==> src/design/vpp_pkg.sv <==
// Shared constants, types and the job word for the vector plane projection core.
// No dependencies; every other file imports this package.
package vpp_pkg;

    localparam int CW   = 32;          // component width
    localparam int FB   = 16;          // fraction bits
    localparam int TW   = CW - 1;      // tolerance width
    localparam int PW   = 2 * CW;      // one product
    localparam int DW   = 2 * CW + 2;  // dot product
    localparam int LOW  = CW + 1;      // low slice of v.n for the split multiply
    localparam int HIW  = DW - LOW;    // high slice of v.n
    localparam int NUMW = CW + DW;     // axis * (v.n)
    localparam int NW   = NUMW + 1;    // twice |numerator|
    localparam int QB   = CW + 3;      // quotient bits kept before saturation
    localparam int LIMW = TW + FB;     // tolerance scaled for the in-plane test

    typedef enum logic [1:0] {
        ST_OK        = 2'd0,
        ST_NORM_ZERO = 2'd1,
        ST_DIR_ZERO  = 2'd2,
        ST_DIR_PLANE = 2'd3
    } t_status;

    typedef enum logic {
        REQ_OBLIQUE = 1'b0,
        REQ_ORTHO   = 1'b1
    } t_req;

    typedef struct packed {
        t_status               status;
        logic [2:0][CW-1:0]    v;
        logic [2:0][CW-1:0]    axis;
        logic [DW-1:0]         den;
        logic [DW-1:0]         vn;
    } t_job;

endpackage

==> src/design/vpp_queue.sv <==
// Two-entry job queue between the front end and the divide pipeline.
// Depends on vpp_pkg.
module vpp_queue
    import vpp_pkg::*;
(
    input  logic    i_clk,
    input  logic    i_rst_n,
    input  logic    i_push,
    input  t_job    i_job,
    input  logic    i_pop,
    output logic    o_empty,
    output logic    o_full,
    output t_job    o_job
);

    t_job        r_mem [2];
    logic        r_wp, r_rp;
    logic [1:0]  r_cnt;
    logic        do_pop;

    assign o_empty = (r_cnt == 2'd0);
    assign o_full  = (r_cnt == 2'd2);
    assign do_pop  = i_pop && !o_empty;
    assign o_job   = r_mem[r_rp];

    always_ff @(posedge i_clk) begin
        if (i_push) begin
            r_mem[r_wp] <= i_job;
        end
    end

    always_ff @(posedge i_clk) begin
        if (!i_rst_n) begin
            r_wp  <= 1'b0;
            r_rp  <= 1'b0;
            r_cnt <= 2'd0;
        end else begin
            if (i_push) r_wp <= ~r_wp;
            if (do_pop) r_rp <= ~r_rp;
            r_cnt <= r_cnt + 2'(i_push) - 2'(do_pop);
        end
    end

endmodule

==> config.mk <==
export PLATFORM = sky130hd
export DESIGN_NAME = vpp_queue
export DESIGN_NICKNAME = d
export VERILOG_FILES = /design/src/design/vpp_pkg.sv /design/src/design/vpp_queue.sv
export SDC_FILE = /design/constraint.sdc
export NUM_CORES = 1
export LEC_CHECK = 0
export ABC_CLOCK_PERIOD_IN_PS = 18300
export BUFFER_PORTS_ARGS = -buffer_cell sky130_fd_sc_hd__buf_2
export CAP_MARGIN = 20
export CORE_AREA = 5 5 252 254
export CTS_BUF_LIST = sky130_fd_sc_hd__clkbuf_8
export DETAILED_ROUTE_END_ITERATION = 10
export DIE_AREA = 0 0 257 259
export PLACE_DENSITY_LB_ADDON = 0.3
export SYNTH_ARGS = -nofsm -noshare
export SYNTH_HDL_FRONTEND = slang
export SYNTH_SLANG_ARGS = --single-unit
==> constraint.sdc <==
create_clock -name i_clk -period 18.3 [get_ports i_clk]
set_input_delay 0.915 -clock i_clk [delete_from_list [all_inputs] [get_ports i_clk]]
set_output_delay 0.915 -clock i_clk [all_outputs]
set_load 0.02 [all_outputs]
---- After elaboration in Yosys (flattened, before gate mapping) ----
Memory sizes are Yosys's and may differ from the RTL's. A register that Yosys moved wholly into a read port is not among the register bits.
Cells that the tools add are included.
operators by class
  $add $sub $neg .......................... 2
  equal/unequal tests ..................... 1
  muxes and demuxes ....................... 4
  bitwise operators ....................... 2
  reductions and logical operators ........ 3
operators with widths
  kind                count
  $mux 1              4
  $add 2x1->2         1
  $eq 2x2->1 const B  1
  $logic_not 2->1     1
  $not 1->1           2
  $sub 2x1->2         1
  $logic_and 1x1->1   1
  $logic_not 1->1     1
storage, ports and cells
  flip-flop bits (word level) ............. 4
  memory bits (writable) .................. 652
  input port bits ......................... 330
  logic and storage cells ................. 16
  memories kept ........................... 1
memories
  memory  depth  bits a word  rd ports  clocked after Yosys merged registers in  write ports  RTL line         RTL
  r_mem   2      326          1         1                                        1            vpp_queue.sv:16  t_job r_mem [2];

---- Longest topological paths before layout ----
Gate-level depths: netlist (run 1).
  depth after elaboration ................. 5
  depth in mapped cells ................... 6
  depth with buffers taken out ............ 6

---- Least setup slack after synthesis (run 1) ----
Ideal clock, no wire load.
  path type ............................... in2reg
  start point ............................. input port i_push
  end point ............................... register r_wp
  setup time .............................. 125 ps
  data arrival time ....................... 15979 ps
  required time ........................... 18175 ps
  path slack .............................. 2195 ps
  stages on the path ...................... 2
  cell sequence ........................... nor2b_1 o21a_1
RTL lines
  item                  RTL line         RTL
  from (decl)           vpp_queue.sv:8   input logic i_push,
  to (signal assigned)  vpp_queue.sv:38  if (i_push) r_wp <= ~r_wp;
  to (decl)             vpp_queue.sv:17  logic r_wp, r_rp;

==> key figures, run 1 <==
Status
  • Status: finished, final reports clean

Floorplanning
  • Die area: approximately 67000 sq um
  • Core area: 61000 sq um
  • I/O Pins: ~660
  • Die height: roughly 260 microns
  • Initial core utilization: 0.398
  • Die width: around 260 microns
  • Row cnt: 91

Timing
  • Final hold violation count: 0
  • Slew Viols, Final: 0
  • Worst slew pin tran: roughly 1100 ps
  • Hold slack final: around 390 ps
  • Post-layout minimum cycle time: approximately 5000 ps
  • FMAX: around 200 MHz
  • RSZ-0062 raised after global routing: false
  • TNS Setup: 0 ps
  • Final setup fails: 0
  • Setup Skew: about 31 ps
  • Final period util: 0.272
  • Relative slew slack: 0.281

Global routing
  • Initial antenna violation count: 20
  • First-pass GRT wire length: 82400 microns
  • Total gr overflow: 0
  • GR Util All Layers: 0.163
  • Largest net degree at the start of global routing: 84
  • Number of global-route vias before repair: roughly 14000

Route
  • Routed length per placed instance: between 20 and 25 microns
  • Via density: roughly 4.7
  • Routed vias: around 13000
  • DRC: 0
  • WL final: 57300 microns
  • Routed Antenna Nets: 0
  • Initial DRC count: around 750
  • Detailed Routing Iterations Pass 1: 5

Setup path
  • Critical path endpoint category: output pin
  • CP Max Fanout: between 60 and 70
  • CP arrival: roughly 4100 ps
  • Critical path required time: about 17000 ps
  • Critical path start-end classification: register to output pin
  • R2r startpoint: r_wp
  • CP Launch Type: register

Cells and area
  • Layout cells sized above 1: 0.608
  • Layout Nets: between 2000 and 2500
  • Fillers: between 5000 and 6000
  • Register area: slightly below 20000 sq um
  • Multi-input gate area: around 4300 sq um
  • Area Overhead vs Synth: 25.3%

Clock network
  • CTS Buf Count: about 110
  • Clk sinks: roughly 660
  • Post-CTS Setup Bufs: 0
  • Clock Tree Buf Depth: 3
  • Clk_lat worst skew: slightly below 700 ps
  • H-tree depth: 3
  • CTS tree: done
  • Post_cts resized: 0
  • Root Driver: clkbuf_8
  • Hold Buf Count CTS: 0
  • Clock slew at reported path FFs: ~70 ps

Synthesis
  • Unique masters post-synth: 17
  • Post-synth top area share: 0.806
  • Top-count cell post-synth: edfxtp_1
  • Top post-synthesis cells by area: edfxtp_1, mux2_4, mux2_2, buf_6, dfxtp_1
  • Yosys top cell by area: edfxtp_1
  • Yosys Warn Count: 0
  • EDFF count, synth: 652
  • Syn_nets: around 1400
  • Syn Std Cell Area: 24300 sq um
  • Synth Flop Type: edfxtp_1
  • Commonest cells post-synth: edfxtp_1, mux2_2, mux2_4
  • Post-synthesis sequential area ratio: 0.810
  • Synthesized area per cell: 23.4 sq um
  • Seq cells post-synth: 657
  • Ys async rst share: 0
  • Cells after Synth: 1037

Power and ir drop
  • PwrDens: roughly 120 nW/um^2
  • Peak VDD IR: around 100 uV
  • Leakage: 11.7 nW

Min path
  • HP Start: i_job[112]
  • Tightest Hold Check Type: input pin to register

Flow run
  • Max Cap Violations: 0

Placed design
  • Port buffer count: roughly 660
  • DPL Wire Length: between 40000 and 50000 microns
  • Gp weighted congestion: 0.837
[through the flow]
| step | power (mW) | area [sq um] | instances | worst slack, ps | utilization |
|---|---|---|---|---|---|
| 3_5_place_dp | 2.66 | 28400 | 2461 | 13700 | 0.465 |
| 6_report | 3.79 | 30500 | 2673 | 13320 | 0.499 |
| 4_1_cts | 3.85 | 30400 | 2656 | 12900 | 0.498 |
| 3_3_place_gp | 2.65 | 28400 | 2461 | 13700 | 0.465 |
| 2_1_floorplan | 2.42 | 24300 | 1037 | 2200 | - |
| 5_1_grt | 3.96 | 30400 | 2667 | 13070 | 0.499 |
[cell usage in the layout (no fill, tap or decap), types with 13 or more instances in the layout]
cell type  Yosys  layout
buf_4          1      13
mux2_4       140     140
clkinv_2       0      15
mux2_2       186     186
clkbuf_8       0     107
inv_1          2      33
buf_2         19     657
clkinv_1       0      29
diode_2        0      16
edfxtp_1     652     652
[state kept, by name, indices dropped and copies added (netlist names), named ones only]
| signal | count |
|---|---|
| r_wp | 1 |
| r_cnt | 2 |
| r_mem | 652 |
| r_rp | 1 |
[power breakdown]
part | internal, mW | switching, mW
Combinational | 0.363 | 0.486
Sequential | 1.75 | 0.0291
Clock | 0.606 | 0.560
[final timing paths]
path,endpoint,slack (ps),cells after the start
worst max register to register,r_mem[1][46],14810,3
worst min-delay path,r_mem[1][112],390,1
worst min register to register,register,470,2
worst max-delay path,o_job[52],13320,5
[worst max-delay path: stages (launching register included)]
cell and delay (ps):
dfxtp_4 650, buf_16 320, buf_4 820, buf_4 870
mux2_2 420, buf_2 160
[cells by family after synthesis]
group	count (synthesis)	synth area share
XOR/XNOR	1	0.000927
AND/OR/NAND/NOR	9	0.00211
AO/OA/AOI/OAI	2	0.000618
flip-flops	657	0.810
buffers and inverters	38	0.0119
adder cells (fa/ha/maj)	2	0.00103
multiplexers	328	0.174
[area by class of cell]
| class | count | share of cell area |
|---|---|---|
| multi-input cells | 342 | 0.142 |
| inverters | 2 | 0.000246 |
| diodes | 16 | 0.00131 |
| repair buffers | 671 | 0.112 |
| clock buffers | 107 | 0.0483 |
| clock inverters | 88 | 0.0169 |
| flip-flops and latches | 657 | 0.646 |
| well taps | 790 | 0.0325 |
[layer usage]
| metal | global-route usage | up-vias | part of all wire |
|---|---|---|---|
| li1 | - | 5693 | - |
| met1 | 0.174 | 6139 | 0.35 |
| met2 | 0.287 | 549 | 0.52 |
| met3 | 0.0656 | 116 | 0.092 |
| met4 | 0.0735 | 8 | 0.034 |
| met5 | 0 | - | 0.00072 |
Power figures use the tool's default switching activity.
==> inputs of run 2 (changes only) <==
--- a/config.mk
+++ b/config.mk
@@ -5,7 +5,7 @@
 export SDC_FILE = /design/constraint.sdc
 export NUM_CORES = 1
 export LEC_CHECK = 0
-export ABC_CLOCK_PERIOD_IN_PS = 18300
+export ABC_CLOCK_PERIOD_IN_PS = 4600
 export BUFFER_PORTS_ARGS = -buffer_cell sky130_fd_sc_hd__buf_2
 export CAP_MARGIN = 20
 export CORE_AREA = 5 5 252 254
==> constraint.sdc (replaced) <==
create_clock -name i_clk -period 4.6 [get_ports i_clk]
set_input_delay 0.23 -clock i_clk [delete_from_list [all_inputs] [get_ports i_clk]]
set_output_delay 0.23 -clock i_clk [all_outputs]
set_load 0.02 [all_outputs]
==> run 2 against run 1 <==
  * Worst setup slack worse by 12000 ps
  * Clock skew down 0.89 ps
  * Clock power rose to 4.0 times the previous value
  * Combinational power rose to 4.3 times the previous value
  * Via count up 13%
  * Critical path depth down 2
  * Die area unchanged
  * First-iteration DRC count down 1.1%
  * Clock-buffer cell count unchanged
  * Register-to-register slack worse by 12000 ps
  * Power rose to 4.1 times the previous value
==> key figures, run 2 (synthesized netlist as in run 1, its figures left out) <==
Floorplanning
  • Row cnt: 91 (unchanged)
  • Initial core utilization: 0.398 (unchanged)
  • Die width: 257 microns (unchanged)
  • Die area: 66600 sq um (unchanged)
  • I/O Pins: 658 (unchanged)
  • Die height: 259 microns (unchanged)
  • Core area: 61000 sq um (unchanged)

Timing
  • Slew Viols, Final: 0 (unchanged)
  • Final hold violation count: 0 (unchanged)
  • Final setup fails: 0 (unchanged)
  • FMAX: ~340 MHz
  • Hold slack final: 254 ps (was 395 ps)
  • Fin worst setup slack: 1650 ps (was 13320 ps)
  • RSZ-0062 raised after global routing: false (unchanged)
  • Post-layout minimum cycle time: 2950 ps
  • Worst slew pin tran: 973 ps (was 1080 ps)
  • Relative slew slack: 0.350 (was 0.281)
  • Setup Skew: 30.2 ps (was 31.0 ps)
  • Final period util: 0.641
  • TNS Setup: 0 ps (unchanged)

Status
  • Status: finished, final reports clean (unchanged)

Setup path
  • Critical path required time: 4370 ps (was 17390 ps)
  • Largest delay share family, worst path: flip-flops (was buffers and inverters)
  • CP peak stage delay: 910 ps (was 870 ps)
  • Slowest-stage cell, CP: dfxtp_4 (was buf_4)
  • Critical path start-end classification: register to output pin (unchanged)
  • Bufs and invs on worst path: 2 (was 4)
  • R2r endpoint: r_mem[0][225] (was r_mem[1][46])
  • CP cell instances: buf_12 -> mux2_4 -> buf_2 (was buf_16 -> buf_4 -> buf_4 -> mux2_2 -> buf_2)
  • R2R cell count: 2 (was 3)
  • CP arrival: 2720 ps (was 4060 ps)
  • Critical path endpoint category: output pin (unchanged)
  • R2r startpoint: r_wp (unchanged)
  • CP Launch Type: register (unchanged)
  • CP Max Fanout: 67 (was 63)
  • CP Depth: 3 (was 5)
  • Reg2reg setup slack: 2470 ps (was 14810 ps)

Placed design
  • DPL Wire Length: 42100 microns (was 40300 microns)
  • Gp weighted congestion: 0.840 (was 0.837)
  • Port buffer count: 657 (unchanged)
  • Place WS: 2340 ps (was 13700 ps)
  • Placed cells: 2476 (was 2461)

Route
  • WL final: 62800 microns (was 57300 microns)
  • Routed length per placed instance: 20.9 microns (was 21.4 microns)
  • Routed Antenna Nets: 0 (unchanged)
  • Initial DRC count: 745 (was 753)
  • Routed vias: 14083 (was 12505)
  • Via density: 4.68 (about the same)
  • DRC: 0 (unchanged)
  • Detailed Routing Iterations Pass 1: 4 (was 5)

Global routing
  • Number of global-route vias before repair: 15559 (was 13605)
  • Total gr overflow: 0 (unchanged)
  • First-pass GRT wire length: 92400 microns (was 82400 microns)
  • Largest net degree at the start of global routing: 105 (was 84)
  • GR Util All Layers: 0.180 (was 0.163)
  • Initial antenna violation count: 7 (was 20)

Flow run
  • Max Cap Violations: 0 (unchanged)

Clock network
  • CTS Buf Count: 107 (unchanged)
  • Clk sinks: 657 (unchanged)
  • Hold Buf Count CTS: 330 (was 0)
  • CTS tree: done (unchanged)
  • Root Driver: clkbuf_8 (unchanged)
  • Post-CTS Setup Bufs: 0 (unchanged)
  • Clk_lat worst skew: 700 ps (was 680 ps)
  • Post_cts resized: 0 (unchanged)
  • Clock Tree Buf Depth: 3 (unchanged)
  • Clock slew at reported path FFs: 70 ps (about the same)
  • H-tree depth: 3 (unchanged)

Min path
  • Tightest Hold Check Type: input pin to register (unchanged)
  • Depth of the worst hold-timing path: 2 (was 1)
  • HP Start: i_job[131] (was i_job[112])
  • Hold path endpoint: r_mem[1][131] (was r_mem[1][112])

Power and ir drop
  • Leakage: 13.2 nW (was 11.7 nW)
  • PwrDens: 453 nW/um^2 (was 124 nW/um^2)
  • Peak VDD IR: 377 uV (was 98.1 uV)

Cells and area
  • Fillers: 4700 (was 5103)
  • Area Overhead vs Synth: 39.5% (was 25.3%)
  • Top Registers: r_mem (652), r_cnt (2) (unchanged)
  • Most common cell after layout, fill and taps aside: buf_2 (unchanged)
  • Layout cells sized above 1: 0.517 (was 0.608)
  • Final non-filler cell total: 3008 (was 2673)
  • Max FFs per register: 652 (unchanged)
  • Biggest register: r_mem (unchanged)
  • Most frequent cells in the layout: buf_2, edfxtp_1, dlygate4sd3_1 (was buf_2, edfxtp_1, mux2_2)
  • Layout Nets: 2457 (was 2113)
## run 2: layout make-up
class,count,area (sq um),share of cell area
clock buffers,107,1470,0.0434
flip-flops and latches,657,19700,0.581
inverters,2,7.51,0.000221
diodes,9,22.5,0.000664
repair buffers,1015,6890,0.203
multi-input cells,342,4340,0.128
clock inverters,86,492,0.0145
well taps,790,988,0.0292
## run 2: worst max path at each step
stage	startpoint	endpoint
global placement	i_push	r_mem[0][278]
global route	register	o_job[188]
CTS	register	o_job[223]
floorplan	r_wp	r_mem[0][0]
finish	register	o_job[188]
detailed placement	register	o_job[223]
## run 2: stage by stage
| stage | cell area, sq um | power, mW | utilization |
|---|---|---|---|
| 2_1_floorplan | 24300 | 9.55 | - |
| 3_3_place_gp | 28600 | 10.6 | 0.469 |
| 3_5_place_dp | 28600 | 10.6 | 0.469 |
| 4_1_cts | 33900 | 15.5 | 0.555 |
| 5_1_grt | 33900 | 16.0 | 0.555 |
| 6_report | 33900 | 15.4 | 0.555 |
## run 2: metal layers
layer  up-vias  global-route usage  wire, microns
li1       6370                   -              -
met1      6978               0.203          23500
met2       589               0.310          31900
met4         0              0.0789           2720
met5         -                   0              0
met3       146              0.0640           4700
## run 2: report_power, final
part           switching [mW]  leakage [nW]  internal, mW  total (mW)
logic                    1.98          5.89          1.64        3.62
clock network            2.27          1.18          2.36        4.64
registers               0.155          6.16          6.94        7.10
total                    4.41          13.2          10.9        15.4
==> inputs of run 3 (changes only) <==
--- a/config.mk
+++ b/config.mk
@@ -5,13 +5,13 @@
 export SDC_FILE = /design/constraint.sdc
 export NUM_CORES = 1
 export LEC_CHECK = 0
-export ABC_CLOCK_PERIOD_IN_PS = 4600
+export ABC_CLOCK_PERIOD_IN_PS = 2700
 export BUFFER_PORTS_ARGS = -buffer_cell sky130_fd_sc_hd__buf_2
 export CAP_MARGIN = 20
-export CORE_AREA = 5 5 252 254
+export CORE_AREA = 5 5 250 252
 export CTS_BUF_LIST = sky130_fd_sc_hd__clkbuf_8
 export DETAILED_ROUTE_END_ITERATION = 10
-export DIE_AREA = 0 0 257 259
+export DIE_AREA = 0 0 255 257
 export PLACE_DENSITY_LB_ADDON = 0.3
 export SYNTH_ARGS = -nofsm -noshare
 export SYNTH_HDL_FRONTEND = slang
==> constraint.sdc (replaced) <==
create_clock -name i_clk -period 2.7 [get_ports i_clk]
set_input_delay 0.135 -clock i_clk [delete_from_list [all_inputs] [get_ports i_clk]]
set_output_delay 0.135 -clock i_clk [all_outputs]
set_load 0.02 [all_outputs]
==> run 3 against run 2 <==
  * Via count shrank 1.6%
  * Power grew 71%
  * Clock power grew 70%
  * Critical endpoint is now o_job[2]
  * Flip-flop and latch count is the same
  * Critical path type unchanged
  * Worst hold slack lost 74 ps
  * Global-route usage shrank 0.16 points
  * Core utilization grew 1.2 points
  * First-iteration DRC count shrank 9.1%
  * Worst setup slack lost 1400 ps
==> key figures, run 3 (synthesized netlist as in run 1, its figures left out) <==
Floorplanning
  • Die area: 65500 sq um (was 66600 sq um)
  • I/O Pins: 658 (unchanged)
  • Row cnt: 90 (was 91)
  • Die height: 257 microns (was 259 microns)
  • Initial core utilization: 0.406 (was 0.398)
  • Die width: 255 microns (was 257 microns)
  • Core area: 59900 sq um (was 61000 sq um)

Setup path
  • Reg2reg setup slack: 1080 ps (was 2470 ps)
  • Critical path start-end classification: register to output pin (unchanged)
  • Critical path required time: 2570 ps (was 4370 ps)
  • CP arrival: 2300 ps (was 2720 ps)
  • R2r startpoint: r_wp (unchanged)
  • CP Launch Type: register (unchanged)
  • Critical path endpoint category: output pin (unchanged)
  • CP Max Fanout: 40 (was 67)
  • Crit path to: o_job[2] (was o_job[188])
  • R2R cell count: 2 (unchanged)
  • R2r endpoint: r_mem[1][149] (was r_mem[0][225])

Power and ir drop
  • Peak VDD IR: 587 uV (was 377 uV)
  • PwrDens: 772 nW/um^2 (was 453 nW/um^2)
  • Leakage: 13.3 nW (was 13.2 nW)

Global routing
  • First-pass GRT wire length: 89900 microns (was 92400 microns)
  • Largest net degree at the start of global routing: 96 (was 105)
  • Total gr overflow: 0 (unchanged)
  • Initial antenna violation count: 6 (was 7)
  • GR Util All Layers: 0.179 (was 0.180)
  • Number of global-route vias before repair: 15422 (was 15559)

Route
  • Routed length per placed instance: 20.4 microns (was 20.9 microns)
  • Detailed Routing Iterations Pass 1: 4 (unchanged)
  • DRC: 0 (unchanged)
  • Via density: 4.62 (was 4.68)
  • Routed vias: 13856 (was 14083)
  • Initial DRC count: 677 (was 745)
  • Routed Antenna Nets: 0 (unchanged)
  • WL final: 61200 microns (was 62800 microns)

Placed design
  • DPL Wire Length: 40900 microns (was 42100 microns)
  • Placed Instance Area: 28700 sq um (was 28600 sq um)
  • Place WS: 880 ps (was 2340 ps)
  • Port buffer count: 657 (unchanged)
  • Gp weighted congestion: 0.787 (was 0.840)

Clock network
  • Clock Tree Buf Depth: 3 (unchanged)
  • Clk_lat worst skew: 680 ps (was 700 ps)
  • Clock slew at reported path FFs: 60 ps (was 70 ps)
  • Clk sinks: 657 (unchanged)
  • Post_cts resized: 0 (unchanged)
  • CTS tree: done (unchanged)
  • Root Driver: clkbuf_8 (unchanged)
  • CTS Buf Count: 106 (was 107)
  • H-tree depth: 3 (unchanged)
  • Post-CTS Setup Bufs: 0 (unchanged)
  • Hold Buf Count CTS: 330 (unchanged)

Cells and area
  • Biggest register: r_mem (unchanged)
  • Top Registers: r_mem (652), r_cnt (2) (unchanged)
  • Most common cell after layout, fill and taps aside: buf_2 (unchanged)
  • Layout Nets: 2462 (was 2457)
  • Layout cells sized above 1: 0.519 (was 0.517)
  • Fin util: 0.568 (was 0.555)
  • Most frequent cells in the layout: buf_2, edfxtp_1, dlygate4sd3_1 (unchanged)
  • Max FFs per register: 652 (unchanged)
  • Post-route cell area: 34000 sq um (was 33900 sq um)
  • Area Overhead vs Synth: 39.9% (was 39.5%)

Timing
  • Final period util: 0.903
  • RSZ-0062 raised after global routing: false (unchanged)
  • Slew Viols, Final: 0 (unchanged)
  • Worst slew pin tran: 622 ps (was 973 ps)
  • FMAX: 410 MHz
  • Final setup fails: 0 (unchanged)
  • Post-layout minimum cycle time: ~2400 ps
  • Setup Skew: 30.6 ps (was 30.2 ps)
  • Relative slew slack: 0.586 (was 0.350)
  • Final hold violation count: 0 (unchanged)
  • TNS Setup: 0 ps (unchanged)
  • Fin worst setup slack: 263 ps (was 1650 ps)

Min path
  • Tightest Hold Check Type: input pin to register (unchanged)

Status
  • Status: finished, final reports clean (unchanged)

Flow run
  • Max Cap Violations: 0 (unchanged)
[run 3: worst min-delay path by stage]
stage	start	cells past startpoint	endpoint
after CTS	i_job[73]	2	r_mem[1][73]
after global placement	i_job[231]	1	r_mem[1][231]
after floorplan	i_job[0]	0	r_mem[0][0]
after global routing	i_job[324]	2	r_mem[0][324]
final	i_job[64]	2	r_mem[0][64]
after detailed placement	i_job[124]	1	r_mem[0][124]
[run 3: cell type report]
| type | instances | area (sq um) |
|---|---|---|
| diodes | 6 | 15.0 |
| repair buffers | 1021 | 7010 |
| clock buffers | 110 | 1510 |
| fillers | 4601 | 25900 |
| inverters | 2 | 7.51 |
| multi-input cells | 342 | 4340 |
| clock inverters | 81 | 449 |
| well taps | 782 | 978 |
| flip-flops and latches | 657 | 19700 |
[run 3: layer usage]
layer | vias up | track usage | wire [microns]
li1 | 6361 | - | -
met1 | 6844 | 0.198 | 22400
met2 | 525 | 0.319 | 32000
met3 | 126 | 0.0495 | 4490
met4 | 0 | 0.0806 | 2330
met5 | - | 0 | 0
[run 3: stage by stage]
step | instances | total power [mW] | hold slack (ps)
5_1_grt | 3001 | 27.4 | 114
4_1_cts | 2995 | 26.6 | 73.7
3_5_place_dp | 2474 | 18.2 | 326
6_report | 3001 | 26.2 | 180
3_3_place_gp | 2474 | 18.1 | 322
2_1_floorplan | 1037 | 16.3 | 234
[run 3: where the power goes]
group	internal, mW	switching [mW]
clock	4.07	3.80
combinational	2.86	3.51
sequential	11.8	0.169
total	18.8	7.48
[run 3: worst max-delay path: stages, from the launching register on]
cell and delay (ps):
dfxtp_4 530, buf_12 230, buf_12 300, mux2_2 380, buf_2 160
